[src/design/b64enc_pkg.sv]
// Package for the base64 stream encoder: group record type, pad character,
// and the sextet-to-character alphabet function. No dependencies.
package b64enc_pkg;

	localparam logic [7:0] PAD_CHAR = 8'h3D;   // '='

	localparam logic [1:0] PAD_NONE = 2'd0;
	localparam logic [1:0] PAD_ONE  = 2'd1;
	localparam logic [1:0] PAD_TWO  = 2'd2;

	// One group of up to three bytes, ready to be spelled out as four characters
	typedef struct packed {
		logic [23:0] group;
		logic [1:0]  pad_cnt;   // trailing '=' characters
		logic        last;      // group closes the message
	} b64enc_group_t;

	// Standard alphabet: A-Z, a-z, 0-9, '+', '/'
	function automatic logic [7:0] b64_char(input logic [5:0] sextet);
		logic [7:0] s8;
		logic [7:0] ch;
		s8 = {2'b00, sextet};
		if (sextet < 6'd26) begin
			ch = 8'(8'h41 + s8);
		end else if (sextet < 6'd52) begin
			ch = 8'(8'h61 + s8 - 8'd26);
		end else if (sextet < 6'd62) begin
			ch = 8'(8'h30 + s8 - 8'd52);
		end else if (sextet == 6'd62) begin
			ch = 8'h2B;
		end else begin
			ch = 8'h2F;
		end
		return ch;
	endfunction

endpackage

[src/design/b64enc_byte_if.sv]
// Byte channel interface: valid/ready handshake carrying one raw byte and
// the end-of-message flag. No dependencies.
interface b64enc_byte_if;
	logic       valid;
	logic       ready;
	logic [7:0] data_byte;
	logic       is_final;

	modport source (output valid, output data_byte, output is_final, input ready);
	modport sink (input valid, input data_byte, input is_final, output ready);
endinterface

[src/design/b64enc_char_if.sv]
// Character channel interface: valid/ready handshake carrying one encoded
// character and its end-of-text mark. No dependencies.
interface b64enc_char_if;
	logic       valid;
	logic       ready;
	logic [7:0] code_char;
	logic       end_of_text;

	modport source (output valid, output code_char, output end_of_text, input ready);
	modport sink (input valid, input code_char, input end_of_text, output ready);
endinterface

[src/design/base64_stream_encoder_unit.sv]
// Top level of the base64 stream encoder: front end, group queue, back end.
// Depends on b64enc_pkg, b64enc_byte_if, b64enc_char_if and the submodules.
//
// Base64 (standard alphabet, '=' padding) encoder for a byte stream. Bytes
// arrive on raw with is_final on the last byte of each message; characters
// leave on code with end_of_text on the last character of each message.
// Bytes are taken one per cycle while the two-entry group queue has room;
// every group of three bytes, and every short tail closed by a final byte,
// gives four characters, sent one per cycle from a registered output while
// the character port takes them, so the character port sets the sustained
// rate. With the back end idle, the group completed by an accepted byte is
// written into the group queue, and its first character is then loaded into
// the output register before it is offered.
module base64_stream_encoder_unit (
	input  logic          clk,
	input  logic          arst_n,
	b64enc_byte_if.sink   raw,
	b64enc_char_if.source code
);
	import b64enc_pkg::*;

	logic          push_valid;
	logic          push_ready;
	b64enc_group_t push_entry;
	logic          pop_valid;
	logic          pop_ready;
	b64enc_group_t pop_entry;

	b64enc_front u_front (
		.clk        (clk),
		.arst_n     (arst_n),
		.raw        (raw),
		.push_valid (push_valid),
		.push_entry (push_entry),
		.push_ready (push_ready)
	);

	b64enc_queue u_queue (
		.clk        (clk),
		.arst_n     (arst_n),
		.push_valid (push_valid),
		.push_entry (push_entry),
		.push_ready (push_ready),
		.pop_valid  (pop_valid),
		.pop_entry  (pop_entry),
		.pop_ready  (pop_ready)
	);

	b64enc_back u_back (
		.clk       (clk),
		.arst_n    (arst_n),
		.pop_valid (pop_valid),
		.pop_entry (pop_entry),
		.pop_ready (pop_ready),
		.code      (code)
	);
endmodule

[src/design/b64enc_front.sv]
// Front end: accepts raw bytes, holds the pending tail and forms groups.
// Depends on b64enc_pkg and b64enc_byte_if.
module b64enc_front (
	input  logic                    clk,
	input  logic                    arst_n,
	b64enc_byte_if.sink             raw,
	output logic                    push_valid,
	output b64enc_pkg::b64enc_group_t push_entry,
	input  logic                    push_ready
);
	import b64enc_pkg::*;

	logic [15:0] held_q;
	logic [1:0]  cnt_q;
	logic [1:0]  cnt;
	logic        accept;

	// count value three never occurs; it reads as empty
	assign cnt    = (cnt_q == 2'd3) ? 2'd0 : cnt_q;
	assign raw.ready = push_ready;
	assign accept = raw.valid && raw.ready;
	assign push_valid = accept && ((cnt == 2'd2) || raw.is_final);

	// group assembly
	always_comb begin
		push_entry.last = raw.is_final;
		if (cnt == 2'd2) begin
			push_entry.group   = {held_q, raw.data_byte};
			push_entry.pad_cnt = PAD_NONE;
		end else if (cnt == 2'd1) begin
			push_entry.group   = {held_q[15:8], raw.data_byte, 8'h00};
			push_entry.pad_cnt = PAD_ONE;
		end else begin
			push_entry.group   = {raw.data_byte, 16'h0000};
			push_entry.pad_cnt = PAD_TWO;
		end
	end

	// pending bytes and count
	always_ff @(posedge clk or negedge arst_n) begin
		if (!arst_n) begin
			held_q <= '0;
			cnt_q  <= '0;
		end else if (accept) begin
			if (push_valid) begin
				held_q <= '0;
				cnt_q  <= '0;
			end else if (cnt == 2'd0) begin
				held_q <= {raw.data_byte, 8'h00};
				cnt_q  <= 2'd1;
			end else begin
				held_q <= {held_q[15:8], raw.data_byte};
				cnt_q  <= 2'd2;
			end
		end
	end
endmodule

[src/design/b64enc_queue.sv]
// Two-entry group queue between the front end and the character back end.
// Depends on b64enc_pkg.
module b64enc_queue (
	input  logic                      clk,
	input  logic                      arst_n,
	input  logic                      push_valid,
	input  b64enc_pkg::b64enc_group_t push_entry,
	output logic                      push_ready,
	output logic                      pop_valid,
	output b64enc_pkg::b64enc_group_t pop_entry,
	input  logic                      pop_ready
);
	import b64enc_pkg::*;

	b64enc_group_t slot_q [2];
	logic          wr_ptr_q;
	logic          rd_ptr_q;
	logic [1:0]    fill_q;
	logic          do_push;
	logic          do_pop;

	assign push_ready = (fill_q != 2'd2);
	assign pop_valid  = (fill_q != 2'd0);
	assign pop_entry  = slot_q[rd_ptr_q];
	assign do_push    = push_valid && push_ready;
	assign do_pop     = pop_valid && pop_ready;

	// storage
	always_ff @(posedge clk) begin
		if (do_push) begin
			slot_q[wr_ptr_q] <= push_entry;
		end
	end

	// pointers and fill level
	always_ff @(posedge clk or negedge arst_n) begin
		if (!arst_n) begin
			wr_ptr_q <= 1'b0;
			rd_ptr_q <= 1'b0;
			fill_q   <= 2'd0;
		end else begin
			if (do_push) begin
				wr_ptr_q <= ~wr_ptr_q;
			end
			if (do_pop) begin
				rd_ptr_q <= ~rd_ptr_q;
			end
			if (do_push && !do_pop) begin
				fill_q <= 2'(fill_q + 2'd1);
			end else if (do_pop && !do_push) begin
				fill_q <= 2'(fill_q - 2'd1);
			end
		end
	end
endmodule

[src/design/b64enc_back.sv]
// Back end: spells each queued group as four characters, one per cycle while
// code.ready holds, through an output register. Depends on b64enc_pkg and b64enc_char_if.
module b64enc_back (
	input  logic                      clk,
	input  logic                      arst_n,
	input  logic                      pop_valid,
	input  b64enc_pkg::b64enc_group_t pop_entry,
	output logic                      pop_ready,
	b64enc_char_if.source             code
);
	import b64enc_pkg::*;

	logic [1:0] idx_q;
	logic       out_valid_q;
	logic [7:0] out_char_q;
	logic       out_end_q;
	logic       load;
	logic [5:0] sextet;
	logic       is_pad;
	logic [7:0] next_char;

	assign load      = pop_valid && (!out_valid_q || code.ready);
	assign pop_ready = load && (idx_q == 2'd3);

	// sextet selection and padding
	always_comb begin
		case (idx_q)
			2'd0:    sextet = pop_entry.group[23:18];
			2'd1:    sextet = pop_entry.group[17:12];
			2'd2:    sextet = pop_entry.group[11:6];
			default: sextet = pop_entry.group[5:0];
		endcase
		is_pad = ((pop_entry.pad_cnt == PAD_TWO) && idx_q[1])
			|| ((pop_entry.pad_cnt == PAD_ONE) && (idx_q == 2'd3));
		next_char = is_pad ? PAD_CHAR : b64_char(sextet);
	end

	// character position and output register
	always_ff @(posedge clk or negedge arst_n) begin
		if (!arst_n) begin
			idx_q       <= 2'd0;
			out_valid_q <= 1'b0;
		end else begin
			if (load) begin
				idx_q       <= 2'(idx_q + 2'd1);
				out_valid_q <= 1'b1;
			end else if (code.ready) begin
				out_valid_q <= 1'b0;
			end
		end
	end

	always_ff @(posedge clk) begin
		if (load) begin
			out_char_q <= next_char;
			out_end_q  <= (idx_q == 2'd3) && pop_entry.last;
		end
	end

	assign code.valid       = out_valid_q;
	assign code.code_char   = out_char_q;
	assign code.end_of_text = out_end_q;
endmodule
[src/flat_wrapper.sv]
// flat-port wrapper written by rule: the top's interface ports become plain ports
module base64_stream_encoder_unit_flat import b64enc_pkg::*;
  (clk, arst_n, raw_valid, raw_data_byte, raw_is_final, raw_ready, code_valid, code_code_char, code_end_of_text, code_ready);
  b64enc_byte_if raw_i ();
  b64enc_char_if code_i ();
  input  logic clk;
  input  logic arst_n;
  input wire logic [$bits(raw_i.valid)-1:0] raw_valid;
  input wire logic [$bits(raw_i.data_byte)-1:0] raw_data_byte;
  input wire logic [$bits(raw_i.is_final)-1:0] raw_is_final;
  output wire logic [$bits(raw_i.ready)-1:0] raw_ready;
  output wire logic [$bits(code_i.valid)-1:0] code_valid;
  output wire logic [$bits(code_i.code_char)-1:0] code_code_char;
  output wire logic [$bits(code_i.end_of_text)-1:0] code_end_of_text;
  input wire logic [$bits(code_i.ready)-1:0] code_ready;
  assign raw_i.valid = raw_valid;
  assign raw_i.data_byte = raw_data_byte;
  assign raw_i.is_final = raw_is_final;
  assign raw_ready = raw_i.ready;
  assign code_valid = code_i.valid;
  assign code_code_char = code_i.code_char;
  assign code_end_of_text = code_i.end_of_text;
  assign code_i.ready = code_ready;
  base64_stream_encoder_unit u_core (.clk(clk), .arst_n(arst_n), .raw(raw_i), .code(code_i));
endmodule
[config.mk]
export PLATFORM = sky130hd
export DESIGN_NAME = base64_stream_encoder_unit_flat
export DESIGN_NICKNAME = d
export VERILOG_FILES = /design/src/design/b64enc_pkg.sv /design/src/design/b64enc_byte_if.sv /design/src/design/b64enc_char_if.sv /design/src/design/base64_stream_encoder_unit.sv /design/src/design/b64enc_front.sv /design/src/design/b64enc_queue.sv /design/src/design/b64enc_back.sv /design/src/flat_wrapper.sv
export SDC_FILE = /design/constraint.sdc
export NUM_CORES = 1
export LEC_CHECK = 0
export BUFFER_PORTS_ARGS = -buffer_cell sky130_fd_sc_hd__clkbuf_2
export CORE_MARGIN = 10
export CORE_UTILIZATION = 45
export CTS_CLUSTER_DIAMETER = 200
export CTS_CLUSTER_SIZE = 25
export DETAILED_ROUTE_END_ITERATION = 8
export MAX_ROUTING_LAYER = met4
export PLACE_DENSITY = 0.66
export RECOVER_POWER = 25
export SYNTH_ARGS = -nofsm -noshare
export SYNTH_HDL_FRONTEND = slang
export SYNTH_SLANG_ARGS = --single-unit
[constraint.sdc]
create_clock -name clk -period 3.48 [get_ports clk]
set_clock_uncertainty 0.15 [all_clocks]
set_input_delay 0.348 -clock clk [delete_from_list [all_inputs] [get_ports clk]]
set_output_delay 0.348 -clock clk [all_outputs]
set_load 0.005 [all_outputs]
==> results of run 1 <==
==> synth_stat cells, types with 3 or more instances <==
cell type   n
ha_1       13
nor2_1      9
inv_1      11
nand3_1    17
a31oi_1     4
dfrtp_1    25
a22oi_1    12
xnor2_1     5
mux2i_1     8
xor2_1      3
and2_1     12
clkbuf_1    5
o21ai_0    11
edfxtp_1   63
nand2_1    37
mux2_2     10
nor3_1      4
a21oi_1     7
buf_2       5
a22o_1     16
==> metal layers <==
metal,vias up,wire length (um)
met4,0,74
met5,-,0
met1,1178,3679
met3,4,378
li1,1209,-
met2,62,3742
==> critical path, cell delays in order, from the launching register on <==
cell and delay (ns):
dfrtp_1 0.42, inv_1 0.15, ha_1 0.36, a22oi_1 0.14, nand3_1 0.10, nand3_1 0.21, inv_1 0.16, ha_1 0.33
a31oi_1 0.08, o21a_1 0.26, or3b_2 0.46, a21oi_1 0.15
==> kinds of logic (layout without fill, tap and decap cells) <==
family          Yosys count  in the layout  synth area share, %
compound gates           63             63                12.23
fa+ha+maj                13             13                4.086
xor+xnor                  8              8                1.760
flops                    88             88                63.23
mux                      18             18                4.840
simple gates             93             93                11.35
buf+inv                  23             60                2.514
==> state kept, by name, summed over array words and instances, names as in the netlist <==
| register | cells |
|---|---|
| u_core.u_back.code.code_char | 8 |
| u_core.u_back.code.end_of_text | 1 |
| u_core.u_back.code.valid | 1 |
| u_core.u_back.idx_q | 2 |
| u_core.u_front.cnt_q | 2 |
| u_core.u_front.held_q | 16 |
| u_core.u_queue.fill_q | 2 |
| u_core.u_queue.rd_ptr_q | 1 |
| u_core.u_queue.slot_q | 54 |
| u_core.u_queue.wr_ptr_q | 1 |
==> per-stage QoR <==
stage / std cells / power (W) / worst slack, ns
after global placement: 434 / 0.003764 / 0.3457
after global routing: 451 / 0.004904 / 0.1165
after floorplan: 306 / 0.003259 / 0.08038
after CTS: 451 / 0.004578 / 0.2220
after detailed placement: 434 / 0.003789 / 0.2431
final: 451 / 0.004568 / 0.3704
==> repair_timing <==
action                                  in CTS  in global routing
gates resized for setup                      0                  5
endpoints found under the hold margin       25                  0
endpoints found under the setup margin       0                  4
hold buffers                                 1                  0
==> cell type report <==
| class | count | area [um2] |
|---|---|---|
| clock buffers | 10 | 137.6 |
| clock inverters | 6 | 88.84 |
| fillers | 757 | 4199 |
| inverters | 12 | 45.04 |
| multi-input cells | 195 | 1384 |
| flip-flops and latches | 88 | 2517 |
| well taps | 108 | 135.1 |
| repair buffers | 32 | 171.4 |
==> power by group through the flow <==
stage / logic [W] / registers (W) / clock network (W)
finish: 0.00208 / 0.00171 / 0.000783
global route: 0.00233 / 0.00174 / 0.000835
CTS: 0.00208 / 0.00171 / 0.000796
detailed placement: 0.00206 / 0.00173 / 0
global placement: 0.00205 / 0.00172 / 0
floorplan: 0.00156 / 0.00170 / 0
==> worst min-delay path by stage <==
stage / from / end / cells past startpoint
finish: code_ready / u_core.u_back.code.valid / 2
global route: code_ready / u_core.u_back.code.valid / 2
CTS: code_ready / u_core.u_back.code.valid / 2
detailed placement: arst_n / u_core.u_queue.wr_ptr_q / 1
global placement: arst_n / u_core.u_queue.wr_ptr_q / 1
floorplan: arst_n / u_core.u_back.code.valid / 0
==> placed cells by master (no fill, tap or decap), types with 4 or more instances in the layout <==
cell	instances
o21ai_0	11
edfxtp_1	63
a22oi_1	12
a31oi_1	4
a22o_1	16
clkbuf_2	15
nor2_1	8
a21oi_1	7
ha_1	10
nand2_1	37
buf_4	7
mux2_2	10
and2_1	12
clkbuf_1	9
inv_1	11
mux2i_1	8
clkbuf_8	10
xnor2_1	5
nand3_1	16
dfrtp_1	25
==> out/summary.md, run 1 <==
The tools report the cell chosen for the clock root as clkbuf_8. The clock network power share is 17.1%, and the combinational group share of total power is 45.5%. Met2 usage in global routing: 19.29%. The maximum ir drop on the vdd rail is 0.4833 mV, and the cell count after synthesis is 306. The final worst-path cycle share is 89.36%. The number of pins with negative max-slew slack in the final report was 0; the number of flops mapped to enable cells by yosys was 63. Power spread over the standard cell area amounts to 1020 nW/um2.

The sequential area share after synthesis came out at 63.23%. The sequential fraction of design power was 37.4%. TritonCTS built the clock tree. For the leakage dissipation, the log shows 1.745 nW.

The maximum clock path buffer count was 2. The internal power of the cells totals 0.002842 W. In this run the critical register-to-register path is captured at u_core.u_back.code.code_char[1]. The floorplan step set the die height to 114.1 um. The tools report the highest achievable clock rate as 321.6 MHz. Busiest layer in global routing: met2. The worst register-to-register path has a depth of 11. Peak fanout along the critical path: 8. Sorting the synthesized cells by area gives the leading types as edfxtp_1 48%, dfrtp_1 16%, ha_1 4.1%. The biggest area contributor in the post-synthesis netlist is edfxtp_1. The detailed router finished its first iteration with 91 violations.

The routed layout has 2453 vias. The total congestion overflow after global routing was 0. In this run, distinct cell masters in the synthesized netlist total 43. 0 antenna diodes ended up in the layout. The worst setup path is of the flop to flop kind. For this run, the detailed router's first-pass iteration total came to 5. Once the floorplan was initialized, standard cells occupied 45.88% of the core. The initial antenna violation count is 0, and the pin count of the biggest net entering global routing is 28. The clock slew at the register clock pins of the worst setup and hold paths was 0.09 ns; the max-slew headroom at the worst pin was 6.930%. The run gives 0 as the final hold violation count. The congestion estimate from routability-driven global placement came to 0.8433. The clock sink count is 88, and the smallest hold slack is 0.06754 ns. Average cell area after synthesis: 13.01 um2. The count of nets left with antenna violations once routing finished came out at 0.

Kind of end point of the critical path: a flop. The fraction of post-synthesis cell area in the top cell type by area is 47.52%, and the register-to-register setup slack is 0.37 ns. The number of I/O port buffers came out at 23.

After detailed routing, the number of remaining DRC violations is 0. Setup violations remaining at the end of the flow were counted as 0. For the finished layout, the period the worst path requires is 3.110 ns.

Setup repair after global routing left no endpoint under its margin. The pin slew with the least headroom to its limit works out to 1.396 ns. Total length of routed wires: 7874 um. The half-perimeter wire length after detailed placement came out at 5705 um. For this run, the leading register cell type out of synthesis is edfxtp_1.

In the final timing run, aggregate negative setup slack is 0 ns. After detailed routing, the average wire length per cell comes to 17.46 um. During synthesis, Yosys emitted a total of 0 warnings. The run gives 8678 um2 as the placeable core region. The count of pins on the block boundary was 24; the width of the die was 114.1 um. STA puts the critical path data required time at 3.53 ns.

The arrival time at the worst endpoint came out at 3.16 ns. After routing the design area is 4479 um2. The worst setup path endpoint is u_core.u_back.code.code_char[1]. Area overhead of the layout relative to synthesis: 12.51%. The H-tree was split into 3 levels. In the global route stage, overall resource usage came out at 13.00%.

For met1 alone, demand over resource in global routing was 16.60%. The wire length of the first global-routing pass is 12910 um. Of all flip-flops after synthesis, the portion carrying an async set or reset was 28.41%. The die covers 13010 um2. Number of global-route vias before repair: 2542. The post-detailed-placement cell area came out at 4242 um2.

STA classifies the critical path startpoint as a flop. The post-synthesis net count was 332. Synthesis inferred 88 register bits. Summed over all nets, the switching power comes to 0.001725 W.

Cells fill 51.61% of the core in the end. The switching power as a share of total power came out at 37.77%. The fraction of final layout cells with drive strength greater than 1 came out at 17.78%. The routing usage on met3 was 2.725%; the via density per instance was 5.439. The number of violations of the max-capacitance limit is 0. The run finished with clean final reports.

After the last flow step, the layout net total stands at 364. At the later pin of the worst-skew pair, clock insertion delay measures 0.35 ns. Worst min-delay path category: input port to flop. The startpoint identified for the worst register-to-register timing path is u_core.u_back.idx_q[0]. For the area of the mapped netlist, the log shows 3981 um2. The start point of the critical path is u_core.u_back.idx_q[0].

The floorplan has 34 rows. The number of clock buffers added by TritonCTS is 9. After clock tree synthesis, the setup repair step added 0 buffers.
(Power assumes the default switching activity.)
==> inputs of run 2 (changes only) <==
--- a/config.mk
+++ b/config.mk
@@ -6,7 +6,7 @@
 export NUM_CORES = 1
 export LEC_CHECK = 0
 export BUFFER_PORTS_ARGS = -buffer_cell sky130_fd_sc_hd__clkbuf_2
-export CORE_MARGIN = 10
+export CORE_MARGIN = 2
 export CORE_UTILIZATION = 45
 export CTS_CLUSTER_DIAMETER = 200
 export CTS_CLUSTER_SIZE = 25
==> run 2 against run 1 <==
  * Final cell count unchanged
  * Sequential cell count stayed put
  * Total power is 0.67% higher
  * Sequential share of layout area grew 0.063 points
  * Routed wire length is essentially flat
  * Count of clock-buffer cells in the layout decreased by 1
  * Critical path depth unchanged
==> out/summary.md, run 2 (same netlist as run 1, synthesis figures left out) <==
The clock network power share came out at 17.2% (about the same). The run gives 34 (unchanged) as the cell row count. Kind of end point of the critical path: a flop.

Highest achievable clock rate: 310.0 MHz (-3.6%). The clock slew at the register clock pins of the worst setup and hold paths works out to 0.09 ns (about the same). The largest stage delay on the critical path was 0.46 ns (about the same). The run gives 51.81% (+0.20 points) as the post-layout utilization of the core. The width of the die works out to 98.06 um (-14%). The final antenna-violating net count was 0 (unchanged); the insertion delay to the later sink of the worst-skew pair was 0.35 ns (about the same). The critical path starts at u_core.u_back.idx_q[0]. The tools report the iteration-0 DRC count of the detailed router as 201 (+120%). Clock tree synthesis selected as its root buffer the cell clkbuf_8. The run finished with clean final reports. The switching power as a share of total power is 38.22% (+0.45 points), and the initial antenna violation count is 0 (unchanged). In this run the most critical hold path is launched from code_ready.

The arrival time at the worst endpoint is 3.29 ns (+0.13 ns), and the pin slew with the least headroom to its limit is 1.369 ns (-0.02708 ns). The area overhead of the layout relative to synthesis was 12.38%; the final hold violation count was 0 (unchanged). For the number of violations of the max-capacitance limit, the log shows 0 (unchanged). The setup TNS was 0 ns (unchanged); the post-route standard cell area excluding fillers was 4474 um2 (-0.11%). The via density per instance came out at 5.552 (+2.1%). The wire length of the first global-routing pass was 12940 um (+0.22%); the maximum ir drop on the vdd rail was 0.5035 mV (+4.2%). The vertical extent of the die works out to 98.06 um (-14%). The post-detailed-placement cell area is 4242 um2 (unchanged).

In the layout the commonest cells are 63 x edfxtp_1, 37 x nand2_1, 25 x dfrtp_1, 18 x clkbuf_2, 17 x nand3_1. The pin count of the biggest net entering global routing is 28 (unchanged). The library cell used most frequently in the layout, excluding fill and tap cells, is edfxtp_1. The depth of the worst hold-timing path is 2 (unchanged). Setup repair after global routing left no endpoint under its margin.

The sequential fraction of design power came out at 37.0% (-0.4 points). The worst register-to-register path ends at u_core.u_back.code.code_char[1]. The peak fanout along the critical path was 9 (+1). The tools report the worst endpoint required time as 3.54 ns (about the same). STA classifies the critical path startpoint as a flop.

The routed length per instance is 17.45 um (about the same). The logs give 0.002841 W (about the same) for the cell internal power dissipation and 8.736% (+1.8 points) for the max-slew headroom at the worst pin. The number of I/O port buffers is 23 (unchanged). The power per unit of standard cell area was 1028 nW/um2 (+0.78%). The clock sink count is 88 (unchanged).

Total routing usage reported by global routing: 18.02% (+5.0 points). Worst min-delay path category: input port to flop. The critical path goes through inv_1 -> ha_1 -> a22oi_1 -> nand3_1 -> nand3_1 -> inv_1 -> ha_1 -> a31oi_1 -> o21a_1 -> or3b_2 -> a21oi_1.

The total die area was 9616 um2 (-26%). The end of the worst hold path is u_core.u_back.code.valid. The placeable core region was 8636 um2 (-0.49%); the total length of routed wires was 7871 um (about the same).

The tools report the count of pins on the block boundary as 24 (unchanged). The minimum clock period after layout is 3.225 ns (+0.1157 ns). By startpoint and endpoint, the worst setup path is classified as flop to flop. Top register by number of flip-flops: u_core.u_queue.slot_q.

The H-tree depth is 3 (unchanged), and the final worst-path cycle share is 92.68% (+3.3 points). For the count of fill cells added during filler insertion, the log shows 751 (-0.79%). The smallest hold slack is 0.04331 ns (-0.02423 ns), and the length of the first detailed-routing pass in iterations is 4 (-1). The logs give 1.745 nW (about the same) for the leakage dissipation and 0.001757 W (+1.9%) for the net switching power. The logs give 45.9% (+0.4 points) for the combinational group share of total power and 9 (unchanged) for the TritonCTS buffer count. The number of pins with negative max-slew slack in the final report is 0 (unchanged), and the number of flip-flops in the largest register is 54 (unchanged). The count of unresolved DRC violations after routing came out at 0 (unchanged). The routability-driven placement congestion ratio is 0.8792 (+4.3%).

The fraction of final layout cells with drive strength greater than 1 is 18.08% (+0.29 points), and the cell depth of the worst flop-to-flop path is 11 (unchanged). For the total congestion overflow after global routing, the log shows 0 (unchanged). In this run the critical register-to-register path is launched from u_core.u_back.idx_q[0]. The maximum clock path buffer count is 2 (unchanged). The antenna cell count came out at 0 (unchanged). The largest individual stage delay along the critical path comes from the cell or3b_2. Overall via count from detail_route: 2504 (+2.1%).

The register-to-register setup slack is 0.25 ns (-0.12 ns). The run gives 0 (unchanged) as the count of endpoints failing setup in the final report. The half-perimeter wire length after detailed placement is 5534 um (-3.0%).

For the initial core utilization, the log shows 46.10% (+0.23 points). The logs give 2454 (-3.5%) for the number of global-route vias before repair and 364 (unchanged) for the final net count. TritonCTS built the clock tree.
-- run 2: power by group through the flow --
| stage | combinational (W) | clock (W) | sequential, W |
|---|---|---|---|
| 6_report | 0.00211 | 0.000789 | 0.00170 |
| 5_1_grt | 0.00234 | 0.000849 | 0.00173 |
| 4_1_cts | 0.00210 | 0.000810 | 0.00170 |
| 3_5_place_dp | 0.00208 | 0 | 0.00172 |
| 3_3_place_gp | 0.00207 | 0 | 0.00172 |
| 2_1_floorplan | 0.00156 | 0 | 0.00170 |
-- run 2: per-stage QoR --
stage / power (W) / instances / setup slack [ns]
2_1_floorplan: 0.003259 / 306 / 0.08038
3_3_place_gp: 0.003784 / 434 / 0.3481
3_5_place_dp: 0.003801 / 434 / 0.2705
4_1_cts: 0.004603 / 451 / 0.2485
5_1_grt: 0.004918 / 451 / 0.07078
6_report: 0.004598 / 451 / 0.2547
-- run 2: how the worst max path moves through the flow --
stage                                                  to  cells past startpoint
after detailed placement  u_core.u_back.code.code_char[1]                     11
after floorplan               u_core.u_queue.slot_q[0][0]                      4
after CTS                 u_core.u_back.code.code_char[1]                     10
final                     u_core.u_back.code.code_char[1]                     11
after global placement    u_core.u_back.code.code_char[1]                     10
after global routing      u_core.u_back.code.code_char[1]                     11
-- run 2: what timing repair did --
item                                    in CTS  in global routing
gates resized for setup                      0                  3
endpoints found under the hold margin       25                  0
hold buffers                                 1                  0
buffers inserted                             0                  0
endpoints found under the setup margin       0                  4
-- run 2: critical path, delay by kind of cell (launching register included) --
family          cells  cell delay (ns)
flops               1             0.42
fa+ha+maj           2             0.68
buf+inv             2             0.36
compound gates      4             0.62
simple gates        3             0.83
-- run 2: final cells by class --
class | instances | area [um2] | share of cell area (%)
repair buffers | 32 | 175.2 | 3.915
clock buffers | 9 | 123.9 | 2.768
multi-input cells | 195 | 1376 | 30.76
flip-flops and latches | 88 | 2517 | 56.26
well taps | 108 | 135.1 | 3.020
inverters | 12 | 45.04 | 1.007
clock inverters | 7 | 101.3 | 2.265
-- run 2: layer usage --
metal	share of wire, %	global-route usage, %	up-vias
li1	-	-	1213
met1	48	24.21	1227
met2	48	27.61	54
met3	3.3	3.722	10
met4	1.3	5.983	0
met5	0	-	-
==> inputs of run 3 (changes only) <==
--- a/config.mk
+++ b/config.mk
@@ -5,14 +5,14 @@
 export SDC_FILE = /design/constraint.sdc
 export NUM_CORES = 1
 export LEC_CHECK = 0
-export BUFFER_PORTS_ARGS = -buffer_cell sky130_fd_sc_hd__clkbuf_2
 export CORE_MARGIN = 2
 export CORE_UTILIZATION = 45
 export CTS_CLUSTER_DIAMETER = 200
 export CTS_CLUSTER_SIZE = 25
 export DETAILED_ROUTE_END_ITERATION = 8
+export DONT_BUFFER_PORTS = 1
 export MAX_ROUTING_LAYER = met4
-export PLACE_DENSITY = 0.66
+export PLACE_DENSITY = 0.64
 export RECOVER_POWER = 25
 export SYNTH_ARGS = -nofsm -noshare
 export SYNTH_HDL_FRONTEND = slang
==> run 3 against run 2 <==
  * Routed wire length grew 2.0%
  * Core utilization decreased by 0.22 points
  * Global-route usage rose by 0.82 points
  * Critical path type unchanged
  * Largest cell class unchanged
  * Highest routed layer unchanged
==> out/summary.md, run 3 (same netlist as run 1, synthesis figures left out) <==
The half-perimeter wire length after detailed placement was 5692 um (+2.9%); the sum of buffers and inverters on the critical path was 2 (unchanged). The run gives 0.36 ns (about the same) as the insertion delay to the later sink of the worst-skew pair. The via density per instance was 5.560 (+0.14%). The signal on the critical path passes through ha_1 -> clkbuf_1 -> nand2_1 -> nand3_1 -> inv_1 -> ha_1 -> a2111oi_4 -> a21oi_1 -> a221o_1.

The worst setup path is launched from a flop. The power per unit of standard cell area was 1012 nW/um2 (-1.5%). The overall via count from detail_route is 2452 (-2.1%), and the clock slew at the register clock pins of the worst setup and hold paths is 0.09 ns (about the same).

The post-route standard cell area excluding fillers is 4456 um2 (-0.42%), and the fraction of final layout cells with drive strength greater than 1 is 12.91% (-5.2 points). The placeable core region was 8636 um2 (unchanged). The width of the die came out at 98.06 um (unchanged). The final worst-path cycle share is 93.96% (+1.3 points), and the largest stage delay on the critical path is 0.42 ns (-0.04 ns).

Final antenna-violating net count: 0 (unchanged). The cell chosen for the clock root was clkbuf_8. The most common cell after layout, fill and taps aside is edfxtp_1.

The length of the first detailed-routing pass in iterations was 4 (unchanged); the highest achievable clock rate was 305.8 MHz (-1.4%). The number of violations of the max-capacitance limit was 0 (unchanged). The count of unresolved DRC violations after routing was 0 (unchanged). For the max-slew headroom at the worst pin, the log shows 10.51% (+1.8 points). The tools report the cell row count as 34 (unchanged). The number of global-route vias before repair was 2528 (+3.0%); the final hold violation count was 0 (unchanged).

Total congestion overflow after global routing: 0 (unchanged). The pin count of the biggest net entering global routing came out at 28 (unchanged). The routability-driven placement congestion ratio was 0.8818 (+0.30%); the minimum clock period after layout was 3.270 ns (+0.04454 ns). The initial core utilization was 46.10% (unchanged); the routed length per instance was 18.20 um (+4.3%). The run gives 8025 um (+2.0%) as the total length of routed wires. The min-delay analysis places its worst path in the category input port to flop. The maximum clock path buffer count was 2 (unchanged); the number of I/O port buffers was 0 (-100%). The pin slew with the least headroom to its limit is 1.342 ns (-0.02656 ns).

The final net count was 354 (-2.7%). Total routing usage reported by global routing: 18.84% (+0.82 points). The post-detailed-placement cell area was 4141 um2 (-2.4%); the maximum ir drop on the vdd rail was 0.4414 mV (-12%). The area overhead of the layout relative to synthesis is 11.91%, and the number of pins with negative max-slew slack in the final report is 0 (unchanged). The library cells used most frequently in the layout, excluding fill and tap cells, are 63 x edfxtp_1, 37 x nand2_1, 25 x dfrtp_1, 17 x nand3_1, 16 x a22o_1. The top register by number of flip-flops was u_core.u_queue.slot_q.

The tools report the wire length of the first global-routing pass as 13510 um (+4.4%). The total die area is 9616 um2 (unchanged). Setup repair after global routing left no endpoint under its margin.

Worst endpoint required time: 3.43 ns (-0.11 ns). The run finished with clean final reports. The clock sink count was 88 (unchanged).

The vertical extent of the die came out at 98.06 um (unchanged). Peak fanout along the critical path: 9 (unchanged). Kind of end point of the critical path: a flop.

The logs give 0 (unchanged) for the initial antenna violation count and 0 (unchanged) for the number of setup buffers added after CTS. The run gives 3 (unchanged) as the H-tree depth. For this design, the slowest cell found on the critical path is a2111oi_4. TritonCTS built the clock tree. The setup TNS is 0 ns (unchanged).

The count of pins on the block boundary came out at 24 (unchanged). The TritonCTS buffer count was 9 (unchanged). Iteration-0 DRC count of the detailed router: 166 (-17%). Critical path class: flop to flop.

Number of flip-flops in the largest register: 54 (unchanged). The run gives 1.703 nW (-2.4%) as the leakage dissipation. Antenna cell count: 0 (unchanged). The cell seen most often among critical-path stages was ha_1. Arrival time at the worst endpoint: 3.22 ns (-0.07 ns). The cell type group with the largest total delay on the critical path was compound AO/OA/AOI/OAI gates. The count of endpoints failing setup in the final report was 0 (unchanged).
## run 3: cell types whose count changed in the layout (fill, tap and decap cells not counted), sizes merged
cell         delta
buf             +1
clkinv          +2
bufinv          -1
dlygate4sd3    +10
clkbuf         -21
inv             -1
## run 3: area by class of cell
type | instances | area [um2]
Clock buffer | 9 | 123.9
Clock inverter | 7 | 78.83
Fill cell | 754 | 4180
Inverter | 12 | 45.04
Multi-Input combinational cell | 195 | 1374
Sequential cell | 88 | 2517
Tap cell | 108 | 135.1
Timing Repair Buffer | 22 | 181.4
## run 3: stage by stage
| step | std cells | setup slack [ns] | util [%] | total power [W] | hold WS (ns) |
|---|---|---|---|---|---|
| after floorplan | 306 | 0.08038 | - | 0.003259 | -0.09759 |
| after detailed placement | 413 | 0.2406 | 47.96 | 0.003771 | -0.09695 |
| after CTS | 441 | 0.2387 | 51.81 | 0.004518 | 0.05759 |
| after global placement | 413 | 0.3646 | 47.96 | 0.003743 | -0.09698 |
| final | 441 | 0.2101 | 51.59 | 0.004509 | 0.06670 |
| after global routing | 441 | 0.01947 | 51.59 | 0.004841 | 0.04272 |
## run 3: timing repair
item                                    CTS  global route
endpoints found under the hold margin    44             0
endpoints found under the setup margin    0             2
gates resized for setup                   0             2
hold buffers                             12             0
## run 3: worst register-to-register path, cell delays in order (launching register included)
cell and delay (ns):
dfrtp_1 0.41, ha_1 0.21, clkbuf_1 0.38, nand2_1 0.17
nand3_1 0.31, inv_1 0.16, ha_1 0.30, a2111oi_4 0.42
a21oi_1 0.12, a221o_1 0.38
## run 3: path summary, 6_finish.rpt
check	end	start	slack, ns	cells after the start
setup / recovery	u_core.u_back.code.code_char[3]	u_core.u_back.idx_q[1]	0.21	9
hold / removal	u_core.u_queue.slot_q[0][10]	raw_data_byte[7]	0.07	1
setup reg to reg	u_core.u_back.code.code_char[3]	u_core.u_back.idx_q[1]	0.21	9
hold reg to reg	u_core.u_queue.fill_q[1]	u_core.u_queue.fill_q[1]	0.35	1
max in group asynchronous	u_core.u_front.held_q[1]	arst_n	1.73	2
min in group asynchronous	u_core.u_front.cnt_q[1]	arst_n	0.66	2
## run 3: metal layers
layer	wire (um)	GRT usage (%)	up-vias	share of wire, %
met3	327	5.297	7	4.1
met2	3911	29.82	50	49
met4	72	4.167	0	0.90
li1	-	-	1195	-
met5	0	-	-	0
met1	3713	24.43	1200	46
## run 3: power by group
part           internal, W  switching (W)  total, W  leakage, nW
clock             0.000339       0.000382  0.000721       0.0994
combinational     0.000835        0.00124   0.00207        0.690
sequential         0.00157       0.000145   0.00172        0.913
